`src/rtl/core/battery_health_statistics_monitor_defines.svh`:
```
// assertion helpers shared by the monitor rtl
`ifndef BATTERY_HEALTH_STATISTICS_MONITOR_DEFINES_SVH
`define BATTERY_HEALTH_STATISTICS_MONITOR_DEFINES_SVH

// same-cycle implication, checked outside reset
`define BHSM_ASSERT_IMP(lbl, clk, rst_n, ante, cons, msg) \
    lbl: assert property (@(posedge clk) disable iff (!rst_n) (ante) |-> (cons)) \
        else $error(msg);

// next-cycle implication, checked outside reset
`define BHSM_ASSERT_NXT(lbl, clk, rst_n, ante, cons, msg) \
    lbl: assert property (@(posedge clk) disable iff (!rst_n) (ante) |=> (cons)) \
        else $error(msg);

`endif

```
`src/rtl/core/bhsm_pkg.sv`:
```
package bhsm_pkg;

    localparam int TBL_DEPTH = 40;
    localparam int TBL_AW    = 6;
    localparam int STAT_W    = 17;
    localparam int TEMP_W    = 12;
    localparam int VBAT_W    = 13;
    localparam int CAP_W     = 16;
    localparam int RUN_W     = 8;
    localparam int APB_AW    = 4;
    localparam int APB_DW    = 32;
    localparam int N_SENSOR  = 4;

    // op codes
    localparam logic [1:0] OP_SAMPLE = 2'd0;
    localparam logic [1:0] OP_DAY    = 2'd1;
    localparam logic [1:0] OP_CLEAR  = 2'd2;
    localparam logic [1:0] OP_READ   = 2'd3;

    // register indexes
    localparam logic [1:0] REG_OV_THRESH  = 2'd0;
    localparam logic [1:0] REG_OV_LIMIT   = 2'd1;
    localparam logic [1:0] REG_USB_THRESH = 2'd2;

    localparam logic [VBAT_W-1:0]        OV_THRESH_RST  = 13'd4400;
    localparam logic [RUN_W-1:0]         OV_LIMIT_RST   = 8'd2;
    localparam logic signed [TEMP_W-1:0] USB_THRESH_RST = 12'sd800;
    localparam logic [RUN_W-1:0]         RUN_SAT        = 8'd255;

    localparam logic signed [STAT_W-1:0] TEMP_MAX_RST = -17'sd300;
    localparam logic signed [STAT_W-1:0] TEMP_MIN_RST = 17'sd1000;
    localparam logic signed [STAT_W-1:0] CAP_MIN_RST  = 17'sd65535;
    localparam logic signed [STAT_W-1:0] COUNT_LIMIT  = 17'sd65535;

    // entries cleared by a new day: 8-15, 24-31, 34, 35, 37, 39
    localparam logic [TBL_DEPTH-1:0] DAY_MASK = 40'hAC_FF00_FF00;

    typedef enum logic [1:0] {
        ST_IDLE,
        ST_SCAN,
        ST_READ,
        ST_FINISH
    } t_state;

    typedef enum logic [2:0] {
        ALU_KEEP,
        ALU_MAX,
        ALU_MIN,
        ALU_MIN_NZ,
        ALU_BUMP
    } t_alu_op;

    function automatic logic signed [STAT_W-1:0] entry_reset(input logic [TBL_AW-1:0] idx);
        logic signed [STAT_W-1:0] v;
        v = '0;
        if (idx[5] == 1'b0) begin
            v = idx[0] ? TEMP_MIN_RST : TEMP_MAX_RST;
        end else if (idx[5:3] == 3'b100 && idx[2] == 1'b0 && idx[0] == 1'b1) begin
            v = CAP_MIN_RST;
        end
        return v;
    endfunction

endpackage

```
`src/rtl/core/battery_health_statistics_monitor.sv`:
```
// battery health statistics monitor
// input channel: i_valid / o_stall, one beat per command (sample, new day,
//   clear flags, read entry); a beat is taken when i_valid is high and
//   o_stall is low
// output channel: o_valid / i_stall, exactly one result beat per command
// config: apb-style port, three registers at byte addresses 0, 4, 8;
//   pready is tied high, writes land on the access cycle
// a sample walks all 40 table entries through one shared compare/increment
//   unit, one entry per cycle with the ram read one entry ahead of the write,
//   and then posts its result; a read entry fetches the entry in a read
//   state before it posts, while new day, clear flags and skipped samples
//   post their result without a scan or read step
// o_stall is high while a command is in flight; the next beat is taken as
//   soon as the previous result sits in the output register
// if the receiver stalls, the result holds in the output register; a newer
//   command may run but waits to post its result until that beat leaves
// reset (synchronous, active low) restores the register defaults, clears the
//   flags and run count, and marks every table entry as holding its reset
//   value through per-entry valid bits, so no clearing pass is needed
`include "battery_health_statistics_monitor_defines.svh"

module battery_health_statistics_monitor (
    input  logic                                  i_clk,
    input  logic                                  i_rst_n,
    // input channel
    input  logic                                  i_valid,
    output logic                                  o_stall,
    input  logic [1:0]                            i_op,
    input  logic [1:0]                            i_charge_state,
    input  logic                                  i_skip_check,
    input  logic [bhsm_pkg::VBAT_W-1:0]           i_vbat_mv,
    input  logic signed [bhsm_pkg::TEMP_W-1:0]    i_batt_temp,
    input  logic signed [bhsm_pkg::TEMP_W-1:0]    i_charger_temp,
    input  logic signed [bhsm_pkg::TEMP_W-1:0]    i_wireless_temp,
    input  logic signed [bhsm_pkg::TEMP_W-1:0]    i_usb_temp,
    input  logic [bhsm_pkg::CAP_W-1:0]            i_full_cap,
    input  logic                                  i_capacity_valid,
    input  logic [bhsm_pkg::TBL_AW-1:0]           i_stat_index,
    // output channel
    output logic                                  o_valid,
    input  logic                                  i_stall,
    output logic signed [bhsm_pkg::STAT_W-1:0]    o_stat_value,
    output logic                                  o_over_voltage_report,
    output logic                                  o_over_voltage_flag,
    output logic                                  o_usb_overheat_flag,
    // config port
    input  logic                                  psel,
    input  logic                                  penable,
    input  logic                                  pwrite,
    input  logic [bhsm_pkg::APB_AW-1:0]           paddr,
    input  logic [bhsm_pkg::APB_DW-1:0]           pwdata,
    output logic [bhsm_pkg::APB_DW-1:0]           prdata,
    output logic                                  pready
);

    import bhsm_pkg::*;

    // control state
    t_state                   r_state;
    t_state                   n_state;
    logic [TBL_AW-1:0]        r_ctr;
    logic [TBL_DEPTH-1:0]     r_valid;
    logic [RUN_W-1:0]         r_ov_run;
    logic                     r_ov_latched;
    logic                     r_usb_latched;
    logic                     r_out_valid;

    // config registers
    logic [VBAT_W-1:0]        r_ov_thresh;
    logic [RUN_W-1:0]         r_ov_limit;
    logic signed [TEMP_W-1:0] r_usb_thresh;

    // captured command
    logic signed [TEMP_W-1:0] r_temp [N_SENSOR];
    logic [CAP_W-1:0]         r_cap;
    logic                     r_chg;
    logic                     r_cap_ok;
    logic                     r_ov_fire;
    logic                     r_usb_fire;
    logic                     r_res_report;
    logic signed [STAT_W-1:0] r_res_value;

    // output register
    logic signed [STAT_W-1:0] r_out_value;
    logic                     r_out_report;
    logic                     r_out_ov_flag;
    logic                     r_out_usb_flag;

    // handshakes
    logic in_acc;
    logic out_free;
    logic cfg_wr;

    // voltage / usb checks at accept time
    logic             sample_go;
    logic             volt_chk;
    logic             volt_above;
    logic [RUN_W-1:0] run_next;
    logic             ov_fire_now;
    logic             usb_fire_now;

    // scan datapath
    logic [TBL_AW-1:0]        upd_idx;
    logic                     rd_en;
    logic [TBL_AW-1:0]        rd_addr;
    logic [STAT_W-1:0]        rd_data;
    logic                     wr_en;
    logic signed [STAT_W-1:0] old_val;
    logic signed [STAT_W-1:0] operand;
    logic signed [STAT_W-1:0] alu_new;
    t_alu_op                  alu_op;
    logic                     all_en;
    logic                     cap_en;
    logic                     load_out;
    logic                     rd_in_range;
    logic signed [STAT_W-1:0] read_val;

    assign in_acc   = i_valid && !o_stall;
    assign out_free = !r_out_valid || !i_stall;
    assign cfg_wr   = psel && penable && pwrite && pready;

    assign sample_go    = (i_op == OP_SAMPLE) && !i_skip_check;
    assign volt_chk     = (i_charge_state == 2'd0) || (i_charge_state == 2'd1);
    assign volt_above   = i_vbat_mv > r_ov_thresh;
    assign run_next     = volt_above ? ((r_ov_run < RUN_SAT) ? r_ov_run + RUN_W'(1) : r_ov_run)
                                     : '0;
    assign ov_fire_now  = volt_chk && (run_next >= r_ov_limit) && !r_ov_latched;
    assign usb_fire_now = (i_charge_state == 2'd0) && (i_usb_temp > r_usb_thresh)
                          && !r_usb_latched;

    // entry under update trails the read address by one
    assign upd_idx = r_ctr - TBL_AW'(1);
    assign all_en  = r_chg || r_cap_ok;
    assign cap_en  = !r_chg && r_cap_ok;

    // resolve stale entries to their reset value
    assign old_val = r_valid[upd_idx] ? $signed(rd_data) : entry_reset(upd_idx);

    assign rd_in_range = r_ctr < TBL_AW'(TBL_DEPTH);
    assign read_val    = !rd_in_range ? '0
                       : (r_valid[r_ctr] ? $signed(rd_data) : entry_reset(r_ctr));

    // next state
    always_comb begin
        n_state = r_state;
        unique case (r_state)
            ST_IDLE: begin
                if (in_acc) begin
                    if (sample_go) begin
                        n_state = ST_SCAN;
                    end else if (i_op == OP_READ) begin
                        n_state = ST_READ;
                    end else begin
                        n_state = ST_FINISH;
                    end
                end
            end
            ST_SCAN: begin
                if (r_ctr == TBL_AW'(TBL_DEPTH)) begin
                    n_state = ST_FINISH;
                end
            end
            ST_READ: n_state = ST_FINISH;
            ST_FINISH: begin
                if (out_free) begin
                    n_state = ST_IDLE;
                end
            end
            default: n_state = ST_IDLE;
        endcase
    end

    // per-entry update kind for the shared unit
    always_comb begin
        alu_op = ALU_KEEP;
        if (upd_idx[5] == 1'b0) begin
            // temperature groups: life all, day all, life chg, day chg
            if (upd_idx[4] ? r_chg : all_en) begin
                alu_op = upd_idx[0] ? ALU_MIN : ALU_MAX;
            end
        end else if (upd_idx[5:3] == 3'b100) begin
            unique case (upd_idx[2:1])
                2'd0, 2'd1: begin
                    if (cap_en) begin
                        alu_op = upd_idx[0] ? ALU_MIN_NZ : ALU_MAX;
                    end
                end
                2'd2: alu_op = r_ov_fire ? ALU_BUMP : ALU_KEEP;
                2'd3: alu_op = r_usb_fire ? ALU_BUMP : ALU_KEEP;
                default: alu_op = ALU_KEEP;
            endcase
        end
    end

    // operand for the shared unit
    always_comb begin
        if (upd_idx[5] == 1'b0) begin
            operand = STAT_W'(r_temp[upd_idx[2:1]]);
        end else begin
            operand = $signed({1'b0, r_cap});
        end
    end

    // control outputs
    always_comb begin
        rd_en    = 1'b0;
        rd_addr  = r_ctr;
        wr_en    = 1'b0;
        load_out = 1'b0;
        o_stall  = 1'b1;
        unique case (r_state)
            ST_IDLE: begin
                o_stall = 1'b0;
                rd_addr = i_stat_index;
                rd_en   = in_acc && (i_op == OP_READ)
                          && (i_stat_index < TBL_AW'(TBL_DEPTH));
            end
            ST_SCAN: begin
                rd_en = rd_in_range;
                wr_en = (r_ctr != '0) && (alu_op != ALU_KEEP);
            end
            ST_READ: begin
                rd_en = 1'b0;
            end
            ST_FINISH: begin
                load_out = out_free;
            end
            default: begin
                o_stall = 1'b1;
            end
        endcase
    end

    bhsm_ram #(
        .WIDTH (STAT_W),
        .DEPTH (TBL_DEPTH)
    ) u_table (
        .i_clk     (i_clk),
        .i_wr_en   (wr_en),
        .i_wr_addr (upd_idx),
        .i_wr_data (alu_new),
        .i_rd_en   (rd_en),
        .i_rd_addr (rd_addr),
        .o_rd_data (rd_data)
    );

    bhsm_alu u_alu (
        .i_op      (alu_op),
        .i_old     (old_val),
        .i_operand (operand),
        .o_new     (alu_new)
    );

    // control registers
    always_ff @(posedge i_clk) begin
        if (!i_rst_n) begin
            r_state       <= ST_IDLE;
            r_ctr         <= '0;
            r_valid       <= '0;
            r_ov_run      <= '0;
            r_ov_latched  <= 1'b0;
            r_usb_latched <= 1'b0;
            r_out_valid   <= 1'b0;
            r_ov_thresh   <= OV_THRESH_RST;
            r_ov_limit    <= OV_LIMIT_RST;
            r_usb_thresh  <= USB_THRESH_RST;
        end else begin
            r_state <= n_state;

            if (cfg_wr) begin
                unique case (paddr[3:2])
                    REG_OV_THRESH:  r_ov_thresh  <= pwdata[VBAT_W-1:0];
                    REG_OV_LIMIT:   r_ov_limit   <= pwdata[RUN_W-1:0];
                    REG_USB_THRESH: r_usb_thresh <= $signed(pwdata[TEMP_W-1:0]);
                    default: ;
                endcase
            end

            if (in_acc) begin
                r_ctr <= (i_op == OP_READ) ? i_stat_index : '0;
                unique case (i_op)
                    OP_SAMPLE: begin
                        if (sample_go) begin
                            if (volt_chk) begin
                                r_ov_run <= run_next;
                            end
                            if (ov_fire_now) begin
                                r_ov_latched <= 1'b1;
                            end
                            if (usb_fire_now) begin
                                r_usb_latched <= 1'b1;
                            end
                        end
                    end
                    OP_DAY:   r_valid <= r_valid & ~DAY_MASK;
                    OP_CLEAR: begin
                        r_ov_latched  <= 1'b0;
                        r_usb_latched <= 1'b0;
                    end
                    default: ;
                endcase
            end else if (r_state == ST_SCAN) begin
                r_ctr <= r_ctr + TBL_AW'(1);
                if (wr_en) begin
                    r_valid[upd_idx] <= 1'b1;
                end
            end

            if (load_out) begin
                r_out_valid <= 1'b1;
            end else if (r_out_valid && !i_stall) begin
                r_out_valid <= 1'b0;
            end
        end
    end

    // payload registers
    always_ff @(posedge i_clk) begin
        if (in_acc) begin
            r_temp[0]    <= i_batt_temp;
            r_temp[1]    <= i_charger_temp;
            r_temp[2]    <= i_wireless_temp;
            r_temp[3]    <= i_usb_temp;
            r_cap        <= i_full_cap;
            r_chg        <= (i_charge_state == 2'd0);
            r_cap_ok     <= i_capacity_valid;
            r_ov_fire    <= sample_go && ov_fire_now;
            r_usb_fire   <= sample_go && usb_fire_now;
            r_res_report <= sample_go && ov_fire_now && (i_charge_state == 2'd0);
            r_res_value  <= '0;
        end else if (r_state == ST_READ) begin
            r_res_value <= read_val;
        end

        if (load_out) begin
            r_out_value    <= r_res_value;
            r_out_report   <= r_res_report;
            r_out_ov_flag  <= r_ov_latched;
            r_out_usb_flag <= r_usb_latched;
        end
    end

    // register readback
    always_comb begin
        unique case (paddr[3:2])
            REG_OV_THRESH:  prdata = APB_DW'(r_ov_thresh);
            REG_OV_LIMIT:   prdata = APB_DW'(r_ov_limit);
            REG_USB_THRESH: prdata = APB_DW'(r_usb_thresh);
            default:        prdata = '0;
        endcase
    end

    assign pready                = 1'b1;
    assign o_valid               = r_out_valid;
    assign o_stat_value          = r_out_value;
    assign o_over_voltage_report = r_out_report;
    assign o_over_voltage_flag   = r_out_ov_flag;
    assign o_usb_overheat_flag   = r_out_usb_flag;

    // checks
    `BHSM_ASSERT_IMP(a_scan_ctr, i_clk, i_rst_n, r_state == ST_SCAN,
        r_ctr <= TBL_AW'(TBL_DEPTH), "scan counter past table end")
    `BHSM_ASSERT_IMP(a_rw_clash, i_clk, i_rst_n, wr_en && rd_en,
        upd_idx != rd_addr, "table read and write hit one entry")
    `BHSM_ASSERT_IMP(a_report_flag, i_clk, i_rst_n, o_valid && o_over_voltage_report,
        o_over_voltage_flag, "report without flag")
    `BHSM_ASSERT_NXT(a_read_path, i_clk, i_rst_n, in_acc && (i_op == OP_READ),
        r_state == ST_READ, "read did not enter read state")

endmodule

```
`src/rtl/core/bhsm_ram.sv`:
```
module bhsm_ram #(
    parameter int WIDTH = 17,
    parameter int DEPTH = 40
) (
    input  logic                     i_clk,
    input  logic                     i_wr_en,
    input  logic [$clog2(DEPTH)-1:0] i_wr_addr,
    input  logic [WIDTH-1:0]         i_wr_data,
    input  logic                     i_rd_en,
    input  logic [$clog2(DEPTH)-1:0] i_rd_addr,
    output logic [WIDTH-1:0]         o_rd_data
);

    logic [WIDTH-1:0] r_mem [DEPTH];
    logic [WIDTH-1:0] r_rd_data;

    always_ff @(posedge i_clk) begin
        if (i_wr_en) begin
            r_mem[i_wr_addr] <= i_wr_data;
        end
        if (i_rd_en) begin
            r_rd_data <= r_mem[i_rd_addr];
        end
    end

    assign o_rd_data = r_rd_data;

endmodule

```
`src/rtl/core/bhsm_alu.sv`:
```
module bhsm_alu (
    input  bhsm_pkg::t_alu_op                      i_op,
    input  logic signed [bhsm_pkg::STAT_W-1:0]     i_old,
    input  logic signed [bhsm_pkg::STAT_W-1:0]     i_operand,
    output logic signed [bhsm_pkg::STAT_W-1:0]     o_new
);

    import bhsm_pkg::*;

    logic signed [STAT_W-1:0] cmp_b;
    logic signed [STAT_W:0]   diff;
    logic                     b_gt;
    logic                     b_lt;
    logic signed [STAT_W-1:0] incr;

    // one subtractor serves max, min and the saturation check
    assign cmp_b = (i_op == ALU_BUMP) ? COUNT_LIMIT : i_operand;
    assign diff  = (STAT_W+1)'(cmp_b) - (STAT_W+1)'(i_old);
    assign b_gt  = !diff[STAT_W] && (diff != '0);
    assign b_lt  = diff[STAT_W];
    assign incr  = i_old + STAT_W'(1);

    always_comb begin
        unique case (i_op)
            ALU_MAX:    o_new = b_gt ? i_operand : i_old;
            ALU_MIN:    o_new = b_lt ? i_operand : i_old;
            ALU_MIN_NZ: o_new = (b_lt && (i_operand != '0)) ? i_operand : i_old;
            ALU_BUMP:   o_new = b_gt ? incr : i_old;
            default:    o_new = i_old;
        endcase
    end

endmodule

```
`config.mk`:
```
export PLATFORM = sky130hd
export DESIGN_NAME = battery_health_statistics_monitor
export DESIGN_NICKNAME = d
export VERILOG_FILES = /design/src/rtl/core/bhsm_pkg.sv /design/src/rtl/core/battery_health_statistics_monitor.sv /design/src/rtl/core/bhsm_ram.sv /design/src/rtl/core/bhsm_alu.sv
export VERILOG_INCLUDE_DIRS = /design/src /design/src/rtl/core
export SDC_FILE = /design/constraint.sdc
export NUM_CORES = 1
export LEC_CHECK = 0
export BUFFER_PORTS_ARGS = -buffer_cell sky130_fd_sc_hd__buf_2
export CORE_MARGIN = 1.5
export CORE_UTILIZATION = 35
export DETAILED_ROUTE_END_ITERATION = 8
export GPL_ROUTABILITY_DRIVEN = 0
export PLACE_DENSITY = 0.46
export SYNTH_ARGS = -nofsm -noshare
export SYNTH_HDL_FRONTEND = slang
export SYNTH_SLANG_ARGS = --single-unit
```
`constraint.sdc`:
```
create_clock -name i_clk -period 12.86 [get_ports i_clk]
set_clock_uncertainty 0.15 [all_clocks]
set_input_delay 1.929 -clock i_clk [delete_from_list [all_inputs] [get_ports i_clk]]
set_output_delay 1.929 -clock i_clk [all_outputs]
set_load 0.01 [all_outputs]
```
; Word-level counts from Yosys, hierarchy flattened
; Memories as Yosys holds them, arrays and structs flattened. A register that Yosys moved wholly into a read port is not among the register bits.
; Cells that the tools add are included.
[word_totals]
reg_bits = 150
latch_bits = 0
ramBits = 728
romBits = 0
in_bits = 132
mem_count = 2
[mem_list]
columns = memory, words, word_bits, read_ports, rd_ports_with_merged_regs, write_ports, line
row1 = u_table.r_mem, 40, 17, 1, 1, 1, bhsm_ram.sv:14  ; logic [WIDTH-1:0] r_mem [DEPTH];
row2 = r_temp, 4, 12, 1, 0, 4, battery_health_statistics_monitor.sv:74  ; logic signed [TEMP_W-1:0] r_temp [N_SENSOR];
[op_classes]
addsub = 5
n_mul = 0
n_div = 0
order_cmp = 9
eq_ne = 26
shift = 0
mux = 65
n_bitwise = 4
n_reduce_logical = 56
[op_table]
columns = operator, n
row1 = $mux 17, 13
row2 = $mux 40, 4
row3 = $pmux 32 s3, 1
row4 = $pmux 17 s4, 1
row5 = $or 40x40->40, 1
row6 = $mux 16, 2
row7 = $mux 6, 4
row8 = $logic_and 1x1->1, 23
row9 = $mux 1, 18
row10 = $reduce_bool 18->1, 1
row11 = $sub 17x17->18, 1
row12 = $add 17x2->17 const B, 1
row13 = $reduce_bool 17->1, 1
row14 = $mux 2, 8
row15 = $mux 8, 2
row16 = $eq 2x2->1 const B, 7
row17 = $lt 6x7->1 const B, 2
row18 = $gt 13x13->1, 1
row19 = $bmux 1 s6, 2
row20 = $gt 12x12->1, 1
row21 = $lt 6x6->1 const B, 2
row22 = $mux 3, 4
row23 = $ne 2x2->1 const B, 6
row24 = $reduce_and 4->1, 3
row25 = other kinds (26), 56

; Depth between registers and ports, before layout
[logic_depth]
word_depth = 13
ltp_mapped = 28
depth_no_buf = 22

; Modules after synthesis
; A second synthesis with hierarchy kept.
[hier_totals]
cells_unflattened = 2765
hier_area_um2 = 39620.5
[modules_own_cells]
columns = module, n_inst, cells_each, area_each_um2, seq_area_each_um2
row1 = bhsm_ram, 1, 1398, 27422.6, 20930.1
row2 = battery_health_statistics_monitor, 1, 1053, 10182.3, 4854.7
row3 = bhsm_alu, 1, 314, 2015.7, 0.0

; Worst setup path before layout
; OpenSTA, ideal clock, no wires.
[synth_timing]
kind = reg-to-reg
from = reg r_ctr[1]
to = mem u_table.r_mem[0][3] (data pin)
arrival_time_ns = 7.348
required_time_ns = 12.194
path_slack_ns = 4.846
path_stages_with_launch = 27
path_buffers = 5
period_less_slack_ns = 8.014
cell_sequence = dfxtp_1 > clkbuf_1 > clkbuf_1 > inv_1 > ha_1 > clkbuf_1 > buf_2 > mux2_1 > a22oi_1 > nor2_1 > o31a_1 > o31a_1 > nor2_8 > o21a_1 > inv_1 > ha_1 > clkbuf_1 > a21o_1 > a21oi_1 > a21oi_1 > o41ai_2 > xnor2_1 > or4b_1 > o21ai_2 > nor2_1 > xnor2_1 > o21ai_0
[synth_between]
elab_chain_len = 13
[synth_rtl]
columns = item, line
row1 = "start, declared", battery_health_statistics_monitor.sv:61  ; logic [TBL_AW-1:0] r_ctr;
row2 = "start signal, assigned", battery_health_statistics_monitor.sv:280  ; r_ctr <= (i_op == OP_READ) ? i_stat_index : '0;
row3 = "start signal, assigned", battery_health_statistics_monitor.sv:303  ; r_ctr <= r_ctr + TBL_AW'(1);
row4 = $sub 6x1->6 (*), battery_health_statistics_monitor.sv:132  ; assign upd_idx = r_ctr - TBL_AW'(1);
row5 = $eq 2x1->1 / $logic_not 2->1 (equally long branches), battery_health_statistics_monitor.sv:182  ; unique case (upd_idx[2:1])
row6 = $reduce_or 2->1, battery_health_statistics_monitor.sv:182
row7 = $pmux 3 s3, battery_health_statistics_monitor.sv:182
row8 = $mux 3, battery_health_statistics_monitor.sv:181  ; end else if (upd_idx[5:3] == 3'b100) begin
row9 = $mux 3, battery_health_statistics_monitor.sv:176  ; if (upd_idx[5] == 1'b0) begin
row10 = $eq 3x3->1, "bhsm_alu.sv:17, bhsm_alu.sv:24"
row11 = $mux 17, bhsm_alu.sv:17  ; assign cmp_b = (i_op == ALU_BUMP) ? COUNT_LIMIT : i_operand;
row12 = $sub 17x17->18, bhsm_alu.sv:18  ; assign diff = (STAT_W+1)'(cmp_b) - (STAT_W+1)'(i_old);
row13 = $reduce_bool 18->1 / $logic_not 1->1 (equally long branches), bhsm_alu.sv:19  ; assign b_gt = !diff[STAT_W] && (diff != '0);
row14 = $logic_and 1x1->1, bhsm_alu.sv:19
row15 = $mux 17 (on tied branches), "bhsm_alu.sv:28, bhsm_alu.sv:25"
row16 = $pmux 17 s4 (*), bhsm_alu.sv:24  ; unique case (i_op)
row17 = via alu_new[3], battery_health_statistics_monitor.sv:110  ; logic signed [STAT_W-1:0] alu_new;
row18 = "end, declared", bhsm_ram.sv:14
; Mark *: on every way through the listed nets, which the timed path passes. The rest lies on a longest branch. The select of a mux whose other input is x is not followed.

; Worst setup path after layout
[layout_timing]
from = reg r_ctr[0]
to = mem u_table.r_mem[7][9] (data pin)
[layout_between]
elab_chain_len = 13
[layout_rtl]
columns = item, line
row1 = $sub 6x1->6 (*), battery_health_statistics_monitor.sv:132
row2 = $eq 2x1->1 (tied with other cells), battery_health_statistics_monitor.sv:182
row3 = $reduce_or 2->1 / $mux 2 (equally long branches), "battery_health_statistics_monitor.sv:182, battery_health_statistics_monitor.sv:184"
row4 = $pmux 3 s3, battery_health_statistics_monitor.sv:182
row5 = $mux 3, battery_health_statistics_monitor.sv:181
row6 = $mux 3, battery_health_statistics_monitor.sv:176
row7 = $eq 3x3->1, "bhsm_alu.sv:17, bhsm_alu.sv:24"
row8 = $mux 17, bhsm_alu.sv:17
row9 = $sub 17x17->18, bhsm_alu.sv:18
row10 = $reduce_bool 18->1 / $logic_not 1->1 (equally long branches), bhsm_alu.sv:19
row11 = $logic_and 1x1->1, bhsm_alu.sv:19
row12 = $mux 17 (on tied branches), "bhsm_alu.sv:28, bhsm_alu.sv:25"
row13 = $pmux 17 s4 (*), bhsm_alu.sv:24
row14 = via alu_new[9], battery_health_statistics_monitor.sv:110
; Marks and branches as above.

==> metrics.yaml <==
outcome:
  outcome: "complete, no violations"
place:
  hpwl_um: 68000
  preCtsSetupSlack_ns: 3.63
  dp_cells: 4153
  port_buffers: 164
global_route:
  grt_pass1_wl_um: 158000
  grt_pass1_vias: 23618
  grt_max_degree: 93
  antenna_found_initial: 4
  grt_use_total_pct: 19.0
  overflow: 0
clock_tree:
  clockBufferDepth: 3
  cts_hold_buffers: 0
  clk_latency_ns: 0.68
  clk_pin_slew_ns: 0.06
  root_buffer: "clkbuf_16"
  cts_setup_buffers: 0
  cts_resized: 0
  cts_tree: "built"
  cts_buffers: 99
  h-tree-depth: 3
  cts_sinks: 895
setup_path:
  slowest_delay_ns: 0.93
  reg2reg_depth: 22
  worstPathMaxFanout: 43
  slowest_stage: "o221ai_4"
  critPathTopFamily: "compound AO/OA/AOI/OAI gates"
  critPathKind: "reg2reg"
  crit_end: "u_table.r_mem[7][9]"
  cp_data_arrival_time_ns: 9.39
  ff2ff_setup_slack_ns: 3.60
  r2r_start: "r_ctr[0]"
  end_kind: "register"
  crit_path_cell_trace: "buf_4 -> inv_1 -> ha_2 -> buf_4 -> mux2_2 -> a221oi_1 -> o2111ai_1 -> and3_4 -> o31ai_4 -> nand3_1 -> o21ai_1 -> ha_1 -> a211oi_1 -> o211ai_1 -> a21bo_2 -> a31o_2 -> nand2_1 -> or4b_1 -> o21ai_2 -> nor3_1 -> xor2_1 -> o221ai_4"
  r2r_end: "u_table.r_mem[7][9]"
  worst-path-buf-inv: 3
  crit_cells: 22
  crit_top_cell: "buf_4"
  required_ns: 12.99
  critPathLaunch: "r_ctr[0]"
  crit_path_start_kind: "register"
yosys:
  synth_compound_area_share_pct: 7.02
  ys_ff_latch: 895
  synth_edf_count: 786
  muxShareOfSynthArea_pct: 12.8
  syn_area_per_cell_um2: 15.1
  synth_seq_area_share_pct: 66.3
  syn_inst: 2576
  syn_nets: 2769
  synth_xor_area_share_pct: 0.779
  post-synth-top-area-fraction_pct: 60.7
  synth_top_flop_cell: "edfxtp_1"
  synth_area_mm2: 0.0389
  synthDistinctLibCells: 88
  yosys.area_share.simple_pct: 8.82
  synth_top_family_by_area: "multiplexers"
  ys_top_cells_by_area: "edfxtp_1 61%, mux4_2 11%, dfxtp_1 5.6%"
  ys_warn_count: 0
  synth_area_leader_cell: "edfxtp_1"
  async_reset_ff_share_pct: 0
  synth_fa_ha_area_share_pct: 1.98
sta:
  rsz0062_at_grt: "false"
  maxSlewViolCount: 0
  hold_viol: 0
  setup_viol: 0
  fin_crit_ns: 9.26
  worstMarginPinSlew_ns: 1.27
  max_freq_ghz: 0.108
  relSlewSlack_pct: 14.6
  fin_ws_ns: 3.60
  hold_slack_ns: 0.284
  post-route-period-util_pct: 72.0
  fin_tns_setup_ns: 0
power_and_ir_drop:
  p_leak_uw: 0.0151
  vdd.ir_drop.worst_mv: 0.222
  powerDensity_mw_per_mm2: 266
detailed_routing:
  first_pass_iters: 7
  wl_per_cell_um: 24.7
  routed_wl_um: 107000
  detail-route-antenna-nets: 0
  drt_iter0_markers: 1825
  vias_per_cell: 5.33
  vias: 23099
  drcViolationCount: 0
die:
  die_h_um: 336
  row_count: 122
  die_w_um: 336
  initial_core_util_pct: 35.2
  core_mm2: 0.110
  num_io_pins: 187
  fp.dieArea_mm2: 0.113
worst_hold_path:
  hold_path_depth: 0
  hp-class: "reg2reg"
final_layout:
  drive_gt1_share_pct: 22.9
  area_growth_pct: 15.7
  final_cells: 4336
  final_common_cell: "edfxtp_1"
  fill_cells: 10137
  final_nets: 2959
  layout_common_cells: "786 x edfxtp_1, 275 x nand2_1, 198 x mux4_2"
job:
  drv_cap: 0
[power by group]
part           leakage (µW)  switching, µW  total, µW  internal (µW)
logic               0.00553           3340       4790           1450
clock network       0.00153           1140       2760           1610
registers           0.00809           72.5       4430           4360
total                0.0151           4560      12000           7430
[cells by family (layout without fill, tap and decap cells)]
logic type / count (synthesis) / count (layout)
flip-flops: 895 / 895
AND/OR/NAND/NOR: 720 / 720
AO/OA/AOI/OAI: 410 / 410
multiplexers: 247 / 247
buffers and inverters: 210 / 476
adder cells (fa/ha/maj): 61 / 61
XOR/XNOR: 32 / 32
other: 1 / 7
[area by class of cell]
| class | count | area (µm²) | share of cell area [%] |
|---|---|---|---|
| flip-flops and latches | 895 | 25800 | 57.3 |
| multi-input cells | 1471 | 12500 | 27.8 |
| clock buffers | 130 | 2660 | 5.90 |
| well taps | 1488 | 1860 | 4.14 |
| repair buffers | 244 | 1460 | 3.24 |
| clock inverters | 47 | 498 | 1.11 |
| inverters | 55 | 208 | 0.462 |
| diodes | 6 | 15.0 | 0.0334 |
[worst min-delay path by stage]
stage,startpoint,end,slack (ns)
floorplan,r_res_report,o_over_voltage_report,0.25
global placement,r_res_report,o_over_voltage_report,0.26
detailed placement,r_res_value[8],o_stat_value[8],0.27
CTS,r_res_value[8],o_stat_value[8],0.28
global route,r_res_value[8],o_stat_value[8],0.29
finish,r_res_value[4],o_stat_value[4],0.28
[cell usage after synthesis, types with 8 or more instances]
library cell and number:
clkbuf_1 99, a311oi_1 17, or3_1 9, inv_1 55, edfxtp_1 786, nand3_1 72
a21o_1 15, nor4_1 17, nor3_1 24, ha_1 60, xnor2_1 13, mux2_2 8
and3_1 30, nor2_1 151, and2_1 26, o211ai_1 18, o21a_1 27, xor2_1 16
nand2b_1 37, dfxtp_1 109, a31oi_1 27, nor2b_1 22, mux2i_1 40, a21boi_0 23
a21oi_1 117, buf_4 21, buf_2 28, nand4_1 20, nand2_1 275, o21ai_0 61
a211oi_1 23, mux4_2 198, o221ai_1 11
[stage by stage]
stage | power, µW | utilization [%] | area (µm²)
floorplan | 7370 | - | 38900
global placement | 9270 | 37.9 | 41800
detailed placement | 9400 | 37.9 | 41800
CTS | 12200 | 40.8 | 45000
global route | 12600 | 40.8 | 45000
finish | 12000 | 40.8 | 45000
[routing by layer]
| layer | track usage, % | vias up | wire length [µm] |
|---|---|---|---|
| met1 | 26.1 | 11960 | 47800 |
| met5 | 0 | - | 21 |
| met3 | 2.90 | 134 | 5370 |
| li1 | - | 10423 | - |
| met4 | 4.23 | 4 | 2050 |
| met2 | 31.7 | 578 | 51800 |
[sequential cells by signal (all words and copies together) (netlist names), 2 cells and up]
| name | cells |
|---|---|
| u_table.r_mem | 680 |
| r_temp | 48 |
| r_valid | 40 |
| o_stat_value | 17 |
| r_res_value | 17 |
| u_table.o_rd_data | 17 |
| r_cap | 16 |
| r_ov_thresh | 13 |
| r_usb_thresh | 12 |
| r_ov_limit | 8 |
| r_ov_run | 8 |
| r_ctr | 6 |
| r_state | 2 |
(Power assumes the default switching activity.)
